## src/rtl/lrfs_pkg.sv

```systemverilog
// ----------------------------------------------------------------------------
// lrfs_pkg
// Shared widths, request codes and the command/divider records of the line
// rasterizer.
// ----------------------------------------------------------------------------
package lrfs_pkg;

	localparam int COORD_BITS   = 12;
	localparam int FRAC_BITS    = 16;
	localparam int COLOR_BITS   = 16;
	localparam int ACC_BITS     = COORD_BITS + FRAC_BITS + 2;
	localparam int STEP_BITS    = FRAC_BITS + 2;
	localparam int QUO_BITS     = FRAC_BITS + 1;
	localparam int DIV_BITS     = COORD_BITS + FRAC_BITS;
	localparam int DIV_CNT_BITS = $clog2(DIV_BITS + 1);

	localparam logic [FRAC_BITS-1:0] HALF_PIX = {1'b1, {(FRAC_BITS-1){1'b0}}};

	typedef enum logic {
		REQ_START = 1'b0,
		REQ_NEXT  = 1'b1
	} req_type_t;

	typedef logic signed [COORD_BITS-1:0] coord_t;
	typedef logic [COORD_BITS-1:0]        mag_t;

	typedef struct packed {
		logic                  is_start;
		logic                  y_major;
		logic                  step_neg;
		logic                  quo_neg;
		coord_t                maj_start;
		coord_t                min_start;
		coord_t                maj_stop;
		mag_t                  maj_mag;
		mag_t                  min_mag;
		logic [COLOR_BITS-1:0] color;
	} cmd_t;

	typedef struct packed {
		logic start;
		mag_t divisor;
		mag_t numer;
	} div_req_t;

	typedef struct packed {
		logic                done;
		logic [QUO_BITS-1:0] quo;
	} div_rsp_t;

endpackage

```

## src/rtl/lrfs_ifs.sv

```systemverilog
// ----------------------------------------------------------------------------
// lrfs_req_if / lrfs_pix_if
// Valid/ready channels for line requests and emitted pixels.
// ----------------------------------------------------------------------------
interface lrfs_req_if
	import lrfs_pkg::*;
();
	logic                  valid;
	logic                  ready;
	logic                  req_type;
	coord_t                x_start;
	coord_t                y_start;
	coord_t                x_end;
	coord_t                y_end;
	logic [COLOR_BITS-1:0] pen_color;

	modport source (
		output valid, req_type, x_start, y_start, x_end, y_end, pen_color,
		input  ready
	);
	modport sink (
		input  valid, req_type, x_start, y_start, x_end, y_end, pen_color,
		output ready
	);
endinterface

interface lrfs_pix_if
	import lrfs_pkg::*;
();
	logic                  valid;
	logic                  ready;
	coord_t                pixel_x;
	coord_t                pixel_y;
	logic [COLOR_BITS-1:0] pixel_color;
	logic                  last_pixel;

	modport source (
		output valid, pixel_x, pixel_y, pixel_color, last_pixel,
		input  ready
	);
	modport sink (
		input  valid, pixel_x, pixel_y, pixel_color, last_pixel,
		output ready
	);
endinterface

```

## src/rtl/lrfs_front.sv

```systemverilog
// ----------------------------------------------------------------------------
// lrfs_front
// Request intake: derives major axis, direction, deltas and quotient sign for
// start requests and queues every request in a two-entry command queue.
// ----------------------------------------------------------------------------
module lrfs_front
	import lrfs_pkg::*;
(
	input  logic       clk,
	input  logic       arst_n,
	lrfs_req_if.sink   req,
	output logic       cmd_valid,
	output cmd_t       cmd,
	input  logic       cmd_pop
);

	logic signed [COORD_BITS:0] dx, dy, dmaj, dmin;
	logic [COORD_BITS:0]        adx_w, ady_w;
	mag_t                       adx, ady;
	logic                       y_major;
	logic                       push;
	cmd_t                       cmd_in;

	cmd_t       fifo_q [2];
	logic       wr_ptr_q;
	logic       rd_ptr_q;
	logic [1:0] count_q;

	always_comb begin
		dx      = {req.x_end[COORD_BITS-1], req.x_end} - {req.x_start[COORD_BITS-1], req.x_start};
		dy      = {req.y_end[COORD_BITS-1], req.y_end} - {req.y_start[COORD_BITS-1], req.y_start};
		adx_w   = dx[COORD_BITS] ? -dx : dx;
		ady_w   = dy[COORD_BITS] ? -dy : dy;
		adx     = adx_w[COORD_BITS-1:0];
		ady     = ady_w[COORD_BITS-1:0];
		y_major = ady > adx;
		dmaj    = y_major ? dy : dx;
		dmin    = y_major ? dx : dy;

		cmd_in.is_start  = req.req_type == REQ_START;
		cmd_in.y_major   = y_major;
		cmd_in.step_neg  = dmaj[COORD_BITS] || (dmaj == '0);
		cmd_in.quo_neg   = dmaj[COORD_BITS] ^ dmin[COORD_BITS];
		cmd_in.maj_start = y_major ? req.y_start : req.x_start;
		cmd_in.min_start = y_major ? req.x_start : req.y_start;
		cmd_in.maj_stop  = y_major ? req.y_end : req.x_end;
		cmd_in.maj_mag   = y_major ? ady : adx;
		cmd_in.min_mag   = y_major ? adx : ady;
		cmd_in.color     = req.pen_color;
	end

	assign req.ready = count_q != 2'd2;
	assign push      = req.valid && req.ready;
	assign cmd_valid = count_q != 2'd0;
	assign cmd       = fifo_q[rd_ptr_q];

	always_ff @(posedge clk) begin
		if (push) begin
			fifo_q[wr_ptr_q] <= cmd_in;
		end
	end

	always_ff @(posedge clk or negedge arst_n) begin
		if (!arst_n) begin
			wr_ptr_q <= 1'b0;
			rd_ptr_q <= 1'b0;
			count_q  <= 2'd0;
		end else begin
			if (push) begin
				wr_ptr_q <= ~wr_ptr_q;
			end
			if (cmd_pop) begin
				rd_ptr_q <= ~rd_ptr_q;
			end
			case ({push, cmd_pop})
				2'b10:   count_q <= count_q + 2'd1;
				2'b01:   count_q <= count_q - 2'd1;
				default: count_q <= count_q;
			endcase
		end
	end

endmodule

```

## src/rtl/lrfs_div.sv

```systemverilog
// ----------------------------------------------------------------------------
// lrfs_div
// Restoring divider, one quotient bit per cycle: (numer << FRAC_BITS) / divisor.
// ----------------------------------------------------------------------------
module lrfs_div
	import lrfs_pkg::*;
(
	input  logic     clk,
	input  logic     arst_n,
	input  div_req_t dreq,
	output div_rsp_t drsp
);

	logic                    busy_q;
	logic                    done_q;
	logic [DIV_CNT_BITS-1:0] cnt_q;
	mag_t                    rem_q;
	mag_t                    dsr_q;
	logic [DIV_BITS-1:0]     dvd_q;

	logic [COORD_BITS:0] rem_sh;
	logic [COORD_BITS:0] rem_nx;
	logic                fits;

	always_comb begin
		rem_sh = {rem_q, dvd_q[DIV_BITS-1]};
		fits   = rem_sh >= {1'b0, dsr_q};
		rem_nx = fits ? rem_sh - {1'b0, dsr_q} : rem_sh;
	end

	always_ff @(posedge clk or negedge arst_n) begin
		if (!arst_n) begin
			busy_q <= 1'b0;
			done_q <= 1'b0;
			cnt_q  <= '0;
			rem_q  <= '0;
			dsr_q  <= '0;
			dvd_q  <= '0;
		end else begin
			done_q <= 1'b0;
			if (dreq.start) begin
				busy_q <= 1'b1;
				cnt_q  <= '0;
				rem_q  <= '0;
				dsr_q  <= dreq.divisor;
				dvd_q  <= {dreq.numer, {FRAC_BITS{1'b0}}};
			end else if (busy_q) begin
				rem_q <= rem_nx[COORD_BITS-1:0];
				dvd_q <= {dvd_q[DIV_BITS-2:0], fits};
				cnt_q <= cnt_q + 1'b1;
				if (cnt_q == DIV_CNT_BITS'(DIV_BITS - 1)) begin
					busy_q <= 1'b0;
					done_q <= 1'b1;
				end
			end
		end
	end

	assign drsp.done = done_q;
	assign drsp.quo  = dvd_q[QUO_BITS-1:0];

endmodule

```

## src/rtl/lrfs_back.sv

```systemverilog
// ----------------------------------------------------------------------------
// lrfs_back
// Line walker: takes queued commands, sets up the fixed-point step through
// the divider and emits pixels into a registered output stage.
// ----------------------------------------------------------------------------
module lrfs_back
	import lrfs_pkg::*;
(
	input  logic       clk,
	input  logic       arst_n,
	input  logic       cmd_valid,
	input  cmd_t       cmd,
	output logic       cmd_pop,
	output div_req_t   dreq,
	input  div_rsp_t   drsp,
	lrfs_pix_if.source pix
);

	typedef enum logic [1:0] {
		S_CMD,
		S_DIVIDE,
		S_FIRST
	} state_t;

	state_t                    state_q;
	coord_t                    major_pos_q;
	coord_t                    major_stop_q;
	logic [ACC_BITS-1:0]       acc_q;
	logic [STEP_BITS-1:0]      step_q;
	logic                      y_major_q;
	logic                      step_neg_q;
	logic                      quo_neg_q;
	logic                      active_q;
	logic [COLOR_BITS-1:0]     held_color_q;
	logic                      out_valid_q;
	coord_t                    px_q;
	coord_t                    py_q;
	logic [COLOR_BITS-1:0]     pcolor_q;
	logic                      plast_q;

	logic                 out_free;
	logic                 take_start;
	logic                 take_next;
	logic                 emit_go;
	logic                 last_w;
	coord_t               minor_w;
	logic [ACC_BITS-1:0]  step_ext;
	logic [STEP_BITS-1:0] quo_ext;
	logic [STEP_BITS-1:0] step_div;
	logic [ACC_BITS-1:0]  acc_init;

	always_comb begin
		out_free   = !out_valid_q || pix.ready;
		take_start = (state_q == S_CMD) && cmd_valid && cmd.is_start;
		take_next  = (state_q == S_CMD) && cmd_valid && !cmd.is_start
			&& (!active_q || out_free);
		cmd_pop    = take_start || take_next;
		emit_go    = (take_next && active_q) || ((state_q == S_FIRST) && out_free);

		dreq.start   = take_start && (cmd.maj_mag != '0);
		dreq.divisor = cmd.maj_mag;
		dreq.numer   = cmd.min_mag;

		minor_w  = acc_q[FRAC_BITS +: COORD_BITS];
		last_w   = major_pos_q == major_stop_q;
		step_ext = {{(ACC_BITS-STEP_BITS){step_q[STEP_BITS-1]}}, step_q};
		quo_ext  = {1'b0, drsp.quo};
		step_div = quo_neg_q ? -quo_ext : quo_ext;
		acc_init = {{(ACC_BITS-FRAC_BITS-COORD_BITS){cmd.min_start[COORD_BITS-1]}},
			cmd.min_start, HALF_PIX};
	end

	always_ff @(posedge clk or negedge arst_n) begin
		if (!arst_n) begin
			state_q      <= S_CMD;
			major_pos_q  <= '0;
			major_stop_q <= '0;
			acc_q        <= '0;
			step_q       <= '0;
			y_major_q    <= 1'b0;
			step_neg_q   <= 1'b0;
			quo_neg_q    <= 1'b0;
			active_q     <= 1'b0;
			held_color_q <= '0;
			out_valid_q  <= 1'b0;
			px_q         <= '0;
			py_q         <= '0;
			pcolor_q     <= '0;
			plast_q      <= 1'b0;
		end else begin
			// emit current pixel and, unless it is the last, advance along the major axis
			if (emit_go) begin
				out_valid_q <= 1'b1;
				px_q        <= y_major_q ? minor_w : major_pos_q;
				py_q        <= y_major_q ? major_pos_q : minor_w;
				pcolor_q    <= held_color_q;
				plast_q     <= last_w;
				if (last_w) begin
					active_q <= 1'b0;
				end else begin
					active_q <= 1'b1;
					if (step_neg_q) begin
						major_pos_q <= major_pos_q - 1'b1;
						acc_q       <= acc_q - step_ext;
					end else begin
						major_pos_q <= major_pos_q + 1'b1;
						acc_q       <= acc_q + step_ext;
					end
				end
			end else if (pix.ready) begin
				out_valid_q <= 1'b0;
			end

			case (state_q)
				S_CMD: begin
					if (take_start) begin
						major_pos_q  <= cmd.maj_start;
						major_stop_q <= cmd.maj_stop;
						acc_q        <= acc_init;
						step_q       <= '0;
						y_major_q    <= cmd.y_major;
						step_neg_q   <= cmd.step_neg;
						quo_neg_q    <= cmd.quo_neg;
						held_color_q <= cmd.color;
						active_q     <= 1'b0;
						state_q      <= dreq.start ? S_DIVIDE : S_FIRST;
					end
				end
				S_DIVIDE: begin
					if (drsp.done) begin
						step_q  <= step_div;
						state_q <= S_FIRST;
					end
				end
				S_FIRST: begin
					if (out_free) begin
						state_q <= S_CMD;
					end
				end
				default: state_q <= S_CMD;
			endcase
		end
	end

	assign pix.valid       = out_valid_q;
	assign pix.pixel_x     = px_q;
	assign pix.pixel_y     = py_q;
	assign pix.pixel_color = pcolor_q;
	assign pix.last_pixel  = plast_q;

	a_no_pop_in_divide: assert property (@(posedge clk) disable iff (!arst_n)
		(state_q == S_DIVIDE) |-> !cmd_pop)
		else $error("command taken during step setup");

	a_done_when_waiting: assert property (@(posedge clk) disable iff (!arst_n)
		drsp.done |-> (state_q == S_DIVIDE))
		else $error("divider finished outside setup");

	a_last_ends_line: assert property (@(posedge clk) disable iff (!arst_n)
		(emit_go && last_w) |=> !active_q)
		else $error("line still active after last pixel");

endmodule

```

## src/rtl/line_rasterizer_fixed_step.sv

```systemverilog
// ----------------------------------------------------------------------------
// line_rasterizer_fixed_step
// Line rasterizer with a signed 2.16 fixed-point minor-axis step.
// ----------------------------------------------------------------------------
// Channels: req (sink) takes start and next requests; pix (source) returns
// one pixel per start request and per next request of an active line.
// A next request while no line is active is dropped with no pixel.
// Requests pass through a two-entry queue into the line walker.
// Path: a next request passes through the queue and the output register; a
// start request also waits for the bit-serial step divider (28 quotient
// bits, one per cycle), which a line of one pixel skips. During a line,
// pixels follow one per cycle if next requests arrive and pix.ready is high.
// Up to two requests are taken while the divider runs, then req.ready drops.
// A stalled pix.ready holds the pixel in the output register; the walker
// waits and the queue fills, after which req.ready drops.
// Reset empties the queue, ends any line and clears the output register.
// ----------------------------------------------------------------------------
module line_rasterizer_fixed_step
	import lrfs_pkg::*;
(
	input  logic       clk,
	input  logic       arst_n,
	lrfs_req_if.sink   req,
	lrfs_pix_if.source pix
);

	logic     cmd_valid;
	logic     cmd_pop;
	cmd_t     cmd;
	div_req_t dreq;
	div_rsp_t drsp;

	lrfs_front u_front (
		.clk       (clk),
		.arst_n    (arst_n),
		.req       (req),
		.cmd_valid (cmd_valid),
		.cmd       (cmd),
		.cmd_pop   (cmd_pop)
	);

	lrfs_div u_div (
		.clk    (clk),
		.arst_n (arst_n),
		.dreq   (dreq),
		.drsp   (drsp)
	);

	lrfs_back u_back (
		.clk       (clk),
		.arst_n    (arst_n),
		.cmd_valid (cmd_valid),
		.cmd       (cmd),
		.cmd_pop   (cmd_pop),
		.dreq      (dreq),
		.drsp      (drsp),
		.pix       (pix)
	);

endmodule
```

## src/flat_wrapper.sv

```systemverilog
// flat-port wrapper written by rule: the top's interface ports become plain ports
module line_rasterizer_fixed_step_flat import lrfs_pkg::*;
  (clk, arst_n, req_valid, req_req_type, req_x_start, req_y_start, req_x_end, req_y_end, req_pen_color, req_ready, pix_valid, pix_pixel_x, pix_pixel_y, pix_pixel_color, pix_last_pixel, pix_ready);
  lrfs_req_if req_i ();
  lrfs_pix_if pix_i ();
  input  logic clk;
  input  logic arst_n;
  input wire logic [$bits(req_i.valid)-1:0] req_valid;
  input wire logic [$bits(req_i.req_type)-1:0] req_req_type;
  input wire logic [$bits(req_i.x_start)-1:0] req_x_start;
  input wire logic [$bits(req_i.y_start)-1:0] req_y_start;
  input wire logic [$bits(req_i.x_end)-1:0] req_x_end;
  input wire logic [$bits(req_i.y_end)-1:0] req_y_end;
  input wire logic [$bits(req_i.pen_color)-1:0] req_pen_color;
  output wire logic [$bits(req_i.ready)-1:0] req_ready;
  output wire logic [$bits(pix_i.valid)-1:0] pix_valid;
  output wire logic [$bits(pix_i.pixel_x)-1:0] pix_pixel_x;
  output wire logic [$bits(pix_i.pixel_y)-1:0] pix_pixel_y;
  output wire logic [$bits(pix_i.pixel_color)-1:0] pix_pixel_color;
  output wire logic [$bits(pix_i.last_pixel)-1:0] pix_last_pixel;
  input wire logic [$bits(pix_i.ready)-1:0] pix_ready;
  assign req_i.valid = req_valid;
  assign req_i.req_type = req_req_type;
  assign req_i.x_start = req_x_start;
  assign req_i.y_start = req_y_start;
  assign req_i.x_end = req_x_end;
  assign req_i.y_end = req_y_end;
  assign req_i.pen_color = req_pen_color;
  assign req_ready = req_i.ready;
  assign pix_valid = pix_i.valid;
  assign pix_pixel_x = pix_i.pixel_x;
  assign pix_pixel_y = pix_i.pixel_y;
  assign pix_pixel_color = pix_i.pixel_color;
  assign pix_last_pixel = pix_i.last_pixel;
  assign pix_i.ready = pix_ready;
  line_rasterizer_fixed_step u_core (.clk(clk), .arst_n(arst_n), .req(req_i), .pix(pix_i));
endmodule
```

## config.mk

```make
export PLATFORM = sky130hd
export DESIGN_NAME = line_rasterizer_fixed_step_flat
export DESIGN_NICKNAME = d
export VERILOG_FILES = /design/src/rtl/lrfs_pkg.sv /design/src/rtl/lrfs_ifs.sv /design/src/rtl/lrfs_front.sv /design/src/rtl/lrfs_div.sv /design/src/rtl/lrfs_back.sv /design/src/rtl/line_rasterizer_fixed_step.sv /design/src/flat_wrapper.sv
export SDC_FILE = /design/constraint.sdc
export NUM_CORES = 1
export LEC_CHECK = 0
export BUFFER_PORTS_ARGS = -buffer_cell sky130_fd_sc_hd__buf_2
export CORE_MARGIN = 4
export CORE_UTILIZATION = 25
export CTS_BUF_LIST = sky130_fd_sc_hd__clkbuf_8
export CTS_CLUSTER_SIZE = 20
export DETAILED_ROUTE_END_ITERATION = 6
export PLACE_DENSITY = 0.43
export SYNTH_ARGS = -nofsm -noshare
export SYNTH_HDL_FRONTEND = slang
export SYNTH_SLANG_ARGS = --single-unit
```

## constraint.sdc

```tcl
create_clock -name clk -period 11.7 [get_ports clk]
set_clock_uncertainty 0.15 [all_clocks]
set_input_delay 2.34 -clock clk [delete_from_list [all_inputs] [get_ports clk]]
set_output_delay 2.34 -clock clk [all_outputs]
set_load 0.1 [all_outputs]
```

==> results of run 1 <==
[flip-flops by register name, indices dropped and copies added, names as in the netlist, 5 cells and up]
signal                         count
u_core.u_back.major_pos_q         12
u_core.u_div.dvd_q                28
u_core.u_back.pix.pixel_x         12
u_core.u_div.cnt_q                 5
u_core.u_back.pix.pixel_color     16
u_core.u_div.dsr_q                12
u_core.u_front.fifo_q            160
u_core.u_back.acc_q               28
u_core.u_div.rem_q                12
u_core.u_back.pix.pixel_y         12
u_core.u_back.major_stop_q        12
u_core.u_back.step_q              18
u_core.u_back.held_color_q        16
[layer usage]
layer	global-route usage, %	wire length [um]
met1	17.61	25460
met2	19.86	24040
met3	2.605	2443
met5	0	0
met4	3.848	898
[cell type report]
type / count / area [um^2] / area share (%)
clock inverter: 45 / 321.6 / 1.409
antenna: 1 / 2.502 / 0.01097
sequential: 357 / 9739 / 42.69
inverter: 83 / 311.5 / 1.366
timing repair buffer: 126 / 678.2 / 2.972
tap: 1040 / 1301 / 5.703
multi-input combinational: 1330 / 9319 / 40.84
clock buffer: 83 / 1142 / 5.007
[synth_stat cells, types with 3 or more instances]
master	count	share of area [%]
a211oi_1	42	1.6
clkbuf_1	61	1.2
o21ai_1	11	0.28
mux2i_1	142	7.2
xor2_2	3	0.25
a22oi_1	5	0.19
nand3_1	13	0.33
o211ai_1	7	0.27
dfrtp_1	197	25
a21oi_2	4	0.18
a31oi_1	22	0.70
nand3b_1	4	0.15
nor3b_1	5	0.19
and3_1	6	0.19
xnor2_1	63	2.8
a41oi_1	4	0.18
a21oi_1	140	3.6
o221ai_1	3	0.13
nor4_1	13	0.41
buf_2	8	0.20
nand4_1	15	0.48
nor2b_1	46	1.5
o31a_1	4	0.18
nand2_1	159	3.0
mux2_2	34	1.9
ha_1	91	5.8
buf_1	17	0.32
nor2_1	156	3.0
o21a_1	13	0.50
nand2b_1	18	0.57
o31ai_1	4	0.15
o21ai_2	3	0.13
and2_1	4	0.13
o21ai_0	113	2.9
or2_2	4	0.13
a21o_1	31	1.2
o21bai_1	4	0.15
or3_1	11	0.35
xor2_1	59	2.6
fa_1	5	0.51
edfxtp_1	160	24
inv_1	83	1.6
nor3_1	23	0.58
[stage by stage]
step	util, %	instance area, um^2	instances
2_1_floorplan	-	19690	1859
3_3_place_gp	27.47	21350	2936
3_5_place_dp	27.47	21350	2936
4_1_cts	29.35	22810	3064
5_1_grt	29.36	22820	3065
6_report	29.36	22820	3065
[layout by cell type, fill, tap and decap left out, types with 18 or more instances in the layout]
cell / count
nor2b_1: 46
edfxtp_1: 160
a21oi_1: 140
a21o_1: 31
nand2b_1: 18
a211oi_1: 42
o21ai_0: 113
xor2_1: 59
clkbuf_8: 83
ha_1: 91
nor2_1: 153
inv_1: 106
nand2_1: 159
nor3_1: 23
mux2i_1: 142
mux2_2: 34
xnor2_1: 63
a31oi_1: 22
buf_2: 110
dfrtp_1: 195
[worst reg2reg max path, cell delays in order (launching register included)]
cell and delay (ns):
dfrtp_1 0.42, or4_4 0.58, nor3b_4 0.28, nand2_2 0.12
nor4_4 0.18, nor3_1 0.18, nor2_1 0.15, ha_1 0.32
a21o_1 0.23, a31o_1 0.18, a21o_1 0.19, nor2_1 0.19
a21oi_4 0.11, a21o_1 0.24, a311oi_2 0.26, xor2_1 0.13
or3_1 0.32, a31oi_1 0.17
[power by group through the flow]
| stage | Clock [uW] | Combinational, uW | Sequential [uW] |
|---|---|---|---|
| finish | 1300 | 3600 | 2270 |
| global route | 1410 | 4000 | 2330 |
| CTS | 1360 | 3650 | 2280 |
| detailed placement | 0 | 3630 | 2300 |
| global placement | 0 | 3600 | 2290 |
| floorplan | 0 | 2420 | 2610 |
[cells by family after synthesis]
logic type                 share of synthesized area, %
xor gates and xnor gates                          5.675
and+or+nand+nor                                   11.92
DFF                                               49.44
adders and majority gates                         6.292
AOI/OAI and AO/OA                                 14.12
buffers and inverters                             3.394
muxes                                             9.164
[worst max path at each step]
stage	end	slack, ns	cells after the start
after global routing	u_core.u_front.fifo_q[0][77]	3.38	24
after global placement	u_core.u_front.fifo_q[0][77]	3.43	24
after CTS	u_core.u_front.fifo_q[0][77]	3.99	24
after detailed placement	u_core.u_front.fifo_q[0][77]	3.30	24
final	u_core.u_front.fifo_q[0][77]	3.95	24
after floorplan	u_core.u_front.fifo_q[0][29]	4.81	22
==> results.toml, run 1 <==
[critical_path]
ff2ff_setup_slack_ns = 7.23
cp_num_buf_inv = 5
critical_path_arrival_ns = 8.09
worstPathCellList = "buf_2, inv_1, ha_1, fa_1, nor2b_1, o21a_1, o211ai_1, a31oi_1, o2111ai_1, a21oi_1, inv_1, o31ai_1, xor2_1, inv_1, ha_1, nand4_1, or2_2, o221ai_1, o21a_4, buf_4, nand4_1, nor4_1, a31oi_1, o21ai_1"
critPathLaunchType = "input pin"
required_ns = 12.04
worst_path_max_delay_cell = "a21oi_1"
critPathTopFamily = "compound AO/OA/AOI/OAI gates"
r2r-end = "u_core.u_back.acc_q[27]"
timing.rr.start = "u_core.u_back.step_q[5]"
crit_path_frequent_cell = "inv_1"
endpoint_kind = "flip-flop"
criticalPathCategory = "in2reg"
cpPeakStageDelay_ns = 0.80
critical_path.max_fanout = 67
crit_start = "req_y_end[0]"
r2r_cells = 17

[die]
ioPinCount = 112
start_util_pct = 25.33
fp-row-count = 102
coreArea_um2 = 77720
die_x_um = 288.6
die-height_um = 288.6
die_area_um2 = 83300

[power]
power.internal_uw = 3916
leakage_uw = 0.009633
switchingPower_uw = 3247
peakVddDrop_mv = 0.1318
p_clk_share_pct = 18.1
powerDensity_nw_per_um2 = 313.9
seqPwrFrac_pct = 31.7
p_sw_share_pct = 45.33
p_total_uw = 7162
pwr-share-comb_pct = 50.2

[sta]
setup_viol = 0
rsz0062_at_grt = "false"
whs_ns = 0.3256
period_share_pct = 66.22
tightest_slew_ns = 1.024
relSlewSlack_pct = 31.55
min_period_ns = 7.748
setup_tns_ns = 0
hold_violations = 0
layout_setup_ws_ns = 3.952
slew_viol_final = 0
fmax_mhz = 129.1

[route]
antenna_left = 0
drt_iter0_markers = 757
wire_per_inst_um = 17.24
via_count = 13950
viasPerCell = 4.550
wirelength_um = 52830
drc = 0
drt-pass1-iter-count = 5

[clock_network]
cts_tree = "yes"
cts_max_level = 3
clockRootBuffer = "clkbuf_8"
post_cts_buffers = 0
clk_latency_ns = 0.65
holdBufCountCts = 0
clockBufferDepth = 3
cts_buffers = 70
postCtsResizedCells = 0
clk_pin_slew_ns = 0.06
cts_sinks = 357

[placed_design]
place.gp.congestion = 0.8695
hpwl_um = 37820
detailedPlace.worstSlack_ns = 3.305
port_buffers = 111

[global_routing]
grt_max_degree = 96
grt_pass1_wl_um = 82290
grt_pass1_vias = 13920
grt_antenna_before_repair = 3
grt_util_all_layers_pct = 12.66
grt_overflow = 0

[min_path]
holdCritPathClass = "reg2reg"
min_to = "u_core.u_back.held_color_q[2]"
min_from = "u_core.u_back.held_color_q[2]"
min_path_cells = 2

[run]
drv_cap = 0

[synth]
yosys_warnings = 0
synthFlopType = "dfrtp_1"
syn_nets = 2024
yosysUniqueCellTypes = 86
synth_edf_count = 160
synth-seq-area-share_pct = 49.44
synth_cells = 1859
synth.ff_latch_count = 357
synth_area_um2 = 19690
avgSynthCellArea_um2 = 10.59
async_flop_share_pct = 55.18

[run_status]
status = "complete, no violations"

[cells_and_area]
nNetsFinal = 2133
layout-drive-gt1-share_pct = 15.27
area_growth_pct = 15.89
fillers = 8096
Note: power is estimated with default switching activity, not from simulation.
==> inputs of run 2 (changes only) <==
==> constraint.sdc (replaced) <==
create_clock -name clk -period 8.1 [get_ports clk]
set_clock_uncertainty 0.15 [all_clocks]
set_input_delay 1.62 -clock clk [delete_from_list [all_inputs] [get_ports clk]]
set_output_delay 1.62 -clock clk [all_outputs]
set_load 0.1 [all_outputs]
==> results.toml, run 2 (synthesized netlist as in run 1, its figures left out) <==
[power]
peakVddDrop_mv = 0.1632
switchingPower_uw = 4719
power.internal_uw = 5659
p_sw_share_pct = 45.47
p_clk_share_pct = 17.9
leakage_uw = 0.009605
seqPwrFrac_pct = 31.6
pwr-share-comb_pct = 50.5
powerDensity_nw_per_um2 = 454.9

[run_status]
status = "complete, no violations"

[clock_network]
cts_buffers = 69
cts_sinks = 357
cts_tree = "yes"
postCtsResizedCells = 0
clockBufferDepth = 3
post_cts_buffers = 0
cts_max_level = 3
clk_pin_slew_ns = 0.06
clk_latency_ns = 0.65
holdBufCountCts = 0
clockRootBuffer = "clkbuf_8"

[sta]
relSlewSlack_pct = 37.76
rsz0062_at_grt = "false"
layout_setup_ws_ns = 1.625
fmax_mhz = 154.5
period_share_pct = 79.93
whs_ns = 0.3238
setup_tns_ns = 0
setup_viol = 0
hold_violations = 0
tightest_slew_ns = 0.9335
slew_viol_final = 0
min_period_ns = 6.475

[critical_path]
r2r-end = "u_core.u_back.acc_q[27]"
r2r_cells = 17
endpoint_kind = "flip-flop"
timing.rr.start = "u_core.u_back.step_q[5]"
criticalPathCategory = "in2reg"
critical_path.max_fanout = 67
required_ns = 8.39
critPathLaunchType = "input pin"
ff2ff_setup_slack_ns = 3.64
critical_path_arrival_ns = 6.76

[cells_and_area]
largest_reg_flops = 160
layout_common_cells = "dfrtp_1, edfxtp_1, nand2_1, nor2_1, mux2i_1"
post-route-util_pct = 29.35
layout-drive-gt1-share_pct = 15.31
top_register = "u_core.u_front.fifo_q"
area_growth_pct = 15.88
top_regs = "u_core.u_front.fifo_q x160, u_core.u_back.acc_q x28, u_core.u_div.dvd_q x28"
ff_latch_area_um2 = 9739
nNetsFinal = 2133
multiInputGateArea_um2 = 9319
final_common_cell = "dfrtp_1"
fillers = 8164

[die]
ioPinCount = 112
start_util_pct = 25.33
die_area_um2 = 83300
die_x_um = 288.6
die-height_um = 288.6
coreArea_um2 = 77720
fp-row-count = 102

[route]
drt_iter0_markers = 740
wirelength_um = 53330
wire_per_inst_um = 17.40
drc = 0
drt-pass1-iter-count = 5
viasPerCell = 4.575
antenna_left = 0
via_count = 14030

[placed_design]
hpwl_um = 37980
port_buffers = 111
place.gp.congestion = 0.9032
detailedPlace.worstSlack_ns = 1.023

[min_path]
min_path_cells = 2
holdCritPathClass = "reg2reg"
min_to = "u_core.u_back.held_color_q[12]"
min_from = "u_core.u_back.held_color_q[12]"

[global_routing]
grt_pass1_wl_um = 83100
grt_util_all_layers_pct = 12.74
grt_max_degree = 110
grt_antenna_before_repair = 1
grt_overflow = 0
grt_pass1_vias = 14160

[run]
drv_cap = 0
run 2: how the worst max path moves through the flow:
| stage | start | cells past startpoint | to | slack, ns |
|---|---|---|---|---|
| after floorplan | req_x_end[0] | 22 | u_core.u_front.fifo_q[0][29] | 1.93 |
| after global placement | req_y_end[0] | 21 | u_core.u_front.fifo_q[0][17] | 1.17 |
| after detailed placement | req_y_end[0] | 21 | u_core.u_front.fifo_q[0][16] | 1.02 |
| after CTS | req_y_end[0] | 21 | u_core.u_front.fifo_q[0][16] | 1.71 |
| after global routing | req_y_end[0] | 21 | u_core.u_front.fifo_q[1][31] | 1.22 |
| final | req_y_end[0] | 21 | u_core.u_front.fifo_q[0][16] | 1.63 |
run 2: per-stage QoR:
step | power [uW] | area (um^2) | instances
after floorplan | 7273 | 19690 | 1859
after global placement | 8525 | 21360 | 2937
after detailed placement | 8599 | 21360 | 2937
after CTS | 10540 | 22810 | 3065
after global routing | 11200 | 22810 | 3066
final | 10380 | 22810 | 3066
run 2: final cells by class:
cell class,instances,area share [%]
Clock buffer,87,5.249
Sequential cell,357,42.69
Timing Repair Buffer,127,3.006
Antenna cell,1,0.01097
Inverter,83,1.366
Clock inverter,41,1.124
Tap cell,1040,5.704
Multi-Input combinational cell,1330,40.85
run 2: metal layers:
metal	track usage, %	wire length (um)
met1	17.75	25920
met2	20.24	24430
met3	2.005	1862
met4	4.241	1127
met5	0	0
run 2: worst max-delay path, cell delays in order:
cell	delay (ns)
buf_2	0.09
inv_1	0.04
ha_1	0.22
fa_1	0.40
nor2b_1	0.12
o21a_1	0.14
o211ai_1	0.13
a31oi_1	0.32
a31oi_1	0.13
nor2_1	0.24
nand3_1	0.15
o31ai_1	0.31
xor2_1	0.31
inv_1	0.08
ha_1	0.30
nand4_1	0.11
or2_2	0.33
o221ai_1	0.24
o21a_4	0.61
buf_4	0.50
mux2i_1	0.32
run 2: power by group through the flow:
stage,registers (uW),clock network (uW),logic (uW)
final,3280,1860,5240
after global routing,3370,2020,5810
after CTS,3290,1940,5310
after detailed placement,3320,0,5280
after global placement,3310,0,5220
after floorplan,3770,0,3500
==> inputs of run 3 (changes only) <==
==> constraint.sdc (replaced) <==
create_clock -name clk -period 6.4 [get_ports clk]
set_clock_uncertainty 0.15 [all_clocks]
set_input_delay 1.28 -clock clk [delete_from_list [all_inputs] [get_ports clk]]
set_output_delay 1.28 -clock clk [all_outputs]
set_load 0.1 [all_outputs]
==> results.toml, run 3 (synthesized netlist as in run 1, its figures left out) <==
[sta]
period_share_pct = 87.12
hold_violations = 0
fmax_mhz = 179.4
rsz0062_at_grt = "false"
tightest_slew_ns = 1.266
setup_tns_ns = 0
min_period_ns = 5.576
relSlewSlack_pct = 15.58
slew_viol_final = 0
setup_viol = 0

[power]
powerDensity_nw_per_um2 = 574.1
leakage_uw = 0.009704
peakVddDrop_mv = 0.2068

[route]
antenna_left = 0
via_count = 14050
viasPerCell = 4.554
wire_per_inst_um = 17.64
drt-pass1-iter-count = 5
drc = 0
drt_iter0_markers = 814
wirelength_um = 54390

[clock_network]
cts_buffers = 72
clk_latency_ns = 0.66
clockRootBuffer = "clkbuf_8"
post_cts_buffers = 0
holdBufCountCts = 0
cts_sinks = 357
postCtsResizedCells = 0
cts_max_level = 3
cts_tree = "yes"
clk_pin_slew_ns = 0.06
clockBufferDepth = 3

[critical_path]
criticalPathCategory = "in2reg"
critical_path.max_fanout = 50
cp_num_buf_inv = 4
crit_path_frequent_cell = "a21o_1"
worst_path_max_delay_cell = "o21ai_0"
endpoint_kind = "flip-flop"
critPathTopFamily = "compound AO/OA/AOI/OAI gates"
cpPeakStageDelay_ns = 0.49
worstPathCellList = "buf_2, inv_1, ha_1, inv_1, fa_1, a21o_1, a21o_1, a21o_1, nor2b_1, nor4_1, o21ai_1, and2_1, nor2_1, xnor2_1, ha_1, a21o_1, a21o_1, a21oi_1, o221ai_1, o21a_4, buf_12, o21ai_0"
critical_path_arrival_ns = 5.79
required_ns = 6.62
critPathLaunchType = "input pin"

[die]
start_util_pct = 25.33
die_x_um = 288.6
die-height_um = 288.6
fp-row-count = 102
die_area_um2 = 83300
ioPinCount = 112
coreArea_um2 = 77720

[cells_and_area]
top_register = "u_core.u_front.fifo_q"
largest_reg_flops = 160
layout_common_cells = "dfrtp_1, edfxtp_1, nand2_1, nor2_1, mux2i_1"
nNetsFinal = 2149
layout-drive-gt1-share_pct = 15.52
layoutNonFillerInstCount = 3084
area_growth_pct = 16.29
post-route-util_pct = 29.46
final_common_cell = "dfrtp_1"
top_regs = "u_core.u_front.fifo_q x160, u_core.u_back.acc_q x28, u_core.u_div.dvd_q x28"
fillers = 8113

[placed_design]
place.gp.congestion = 0.8580
hpwl_um = 38840
port_buffers = 111
place_inst = 2950

[run_status]
status = "complete, no violations"

[global_routing]
grt_overflow = 0
grt_util_all_layers_pct = 12.97
grt_antenna_before_repair = 1
grt_max_degree = 111
grt_pass1_wl_um = 84010
grt_pass1_vias = 14160

[min_path]
holdCritPathClass = "reg2reg"

[run]
drv_cap = 0
## run 3: cell types whose count changed in the layout (fill, tap and decap cells not counted), sizes merged
cell	change
clkinvlp	-1
buf	+13
clkinv	-5
bufinv	-2
clkbuf	-2
inv	+15
## run 3: layout make-up
type	instances	area, um^2	share of cell area, %
Timing Repair Buffer	140	808.3	3.530
Clock inverter	48	244.0	1.066
Tap cell	1040	1301	5.683
Sequential cell	357	9739	42.54
Multi-Input combinational cell	1330	9319	40.70
Inverter	83	311.5	1.361
Antenna cell	1	2.502	0.01093
Clock buffer	85	1170	5.110
## run 3: report_power, final
| group | total [uW] | switching, uW | leakage, uW | internal, uW |
|---|---|---|---|---|
| logic | 6660 | 4250 | 0.00496 | 2420 |
| clock network | 2280 | 1060 | 0.000832 | 1220 |
| registers | 4200 | 714 | 0.00391 | 3490 |
## run 3: per-layer routing
layer | GRT usage, % | share of wire [%]
met5 | 0 | 0
met4 | 4.278 | 2.1
met1 | 18.04 | 49
met2 | 20.54 | 45
met3 | 2.202 | 3.7
## run 3: final timing paths
kind                                                 from                                end  slack (ns)  cells after the start
setup reg to reg                 u_core.u_back.step_neg_q            u_core.u_back.acc_q[27]        1.68                     14
hold / removal             u_core.u_back.held_color_q[15]     u_core.u_back.held_color_q[15]        0.33                      2
setup / recovery                             req_x_end[0]       u_core.u_front.fifo_q[0][56]        0.82                     22
max in group asynchronous                          arst_n  u_core.u_back.pix.pixel_color[11]        4.41                      2
hold reg to reg            u_core.u_back.held_color_q[15]     u_core.u_back.held_color_q[15]        0.33                      2
min in group asynchronous                          arst_n              u_core.u_div.rem_q[8]        0.52                      1
## run 3: through the flow
step	instance area, um^2	total power (uW)	hold WS [ns]	worst slack (ns)
floorplan	19690	9205	0.2944	0.5680
global placement	21480	10870	0.3101	0.2253
detailed placement	21480	10960	0.3159	0.2209
CTS	22890	13330	0.3303	0.9344
global route	22900	14160	0.3540	0.4837
finish	22900	13140	0.3251	0.8245
## run 3: worst register-to-register path, cell delays in order (launching register included)
cell and delay [ns]:
dfrtp_1 1.17, inv_1 0.43, o41ai_1 0.18, xor2_1 0.23
ha_1 0.33, a211o_1 0.28, o211ai_1 0.11, a21oi_2 0.11
a211oi_4 0.39, a21oi_4 0.14, a21o_1 0.22, a311oi_2 0.27
xor2_1 0.12, or3_1 0.32, a31oi_1 0.17
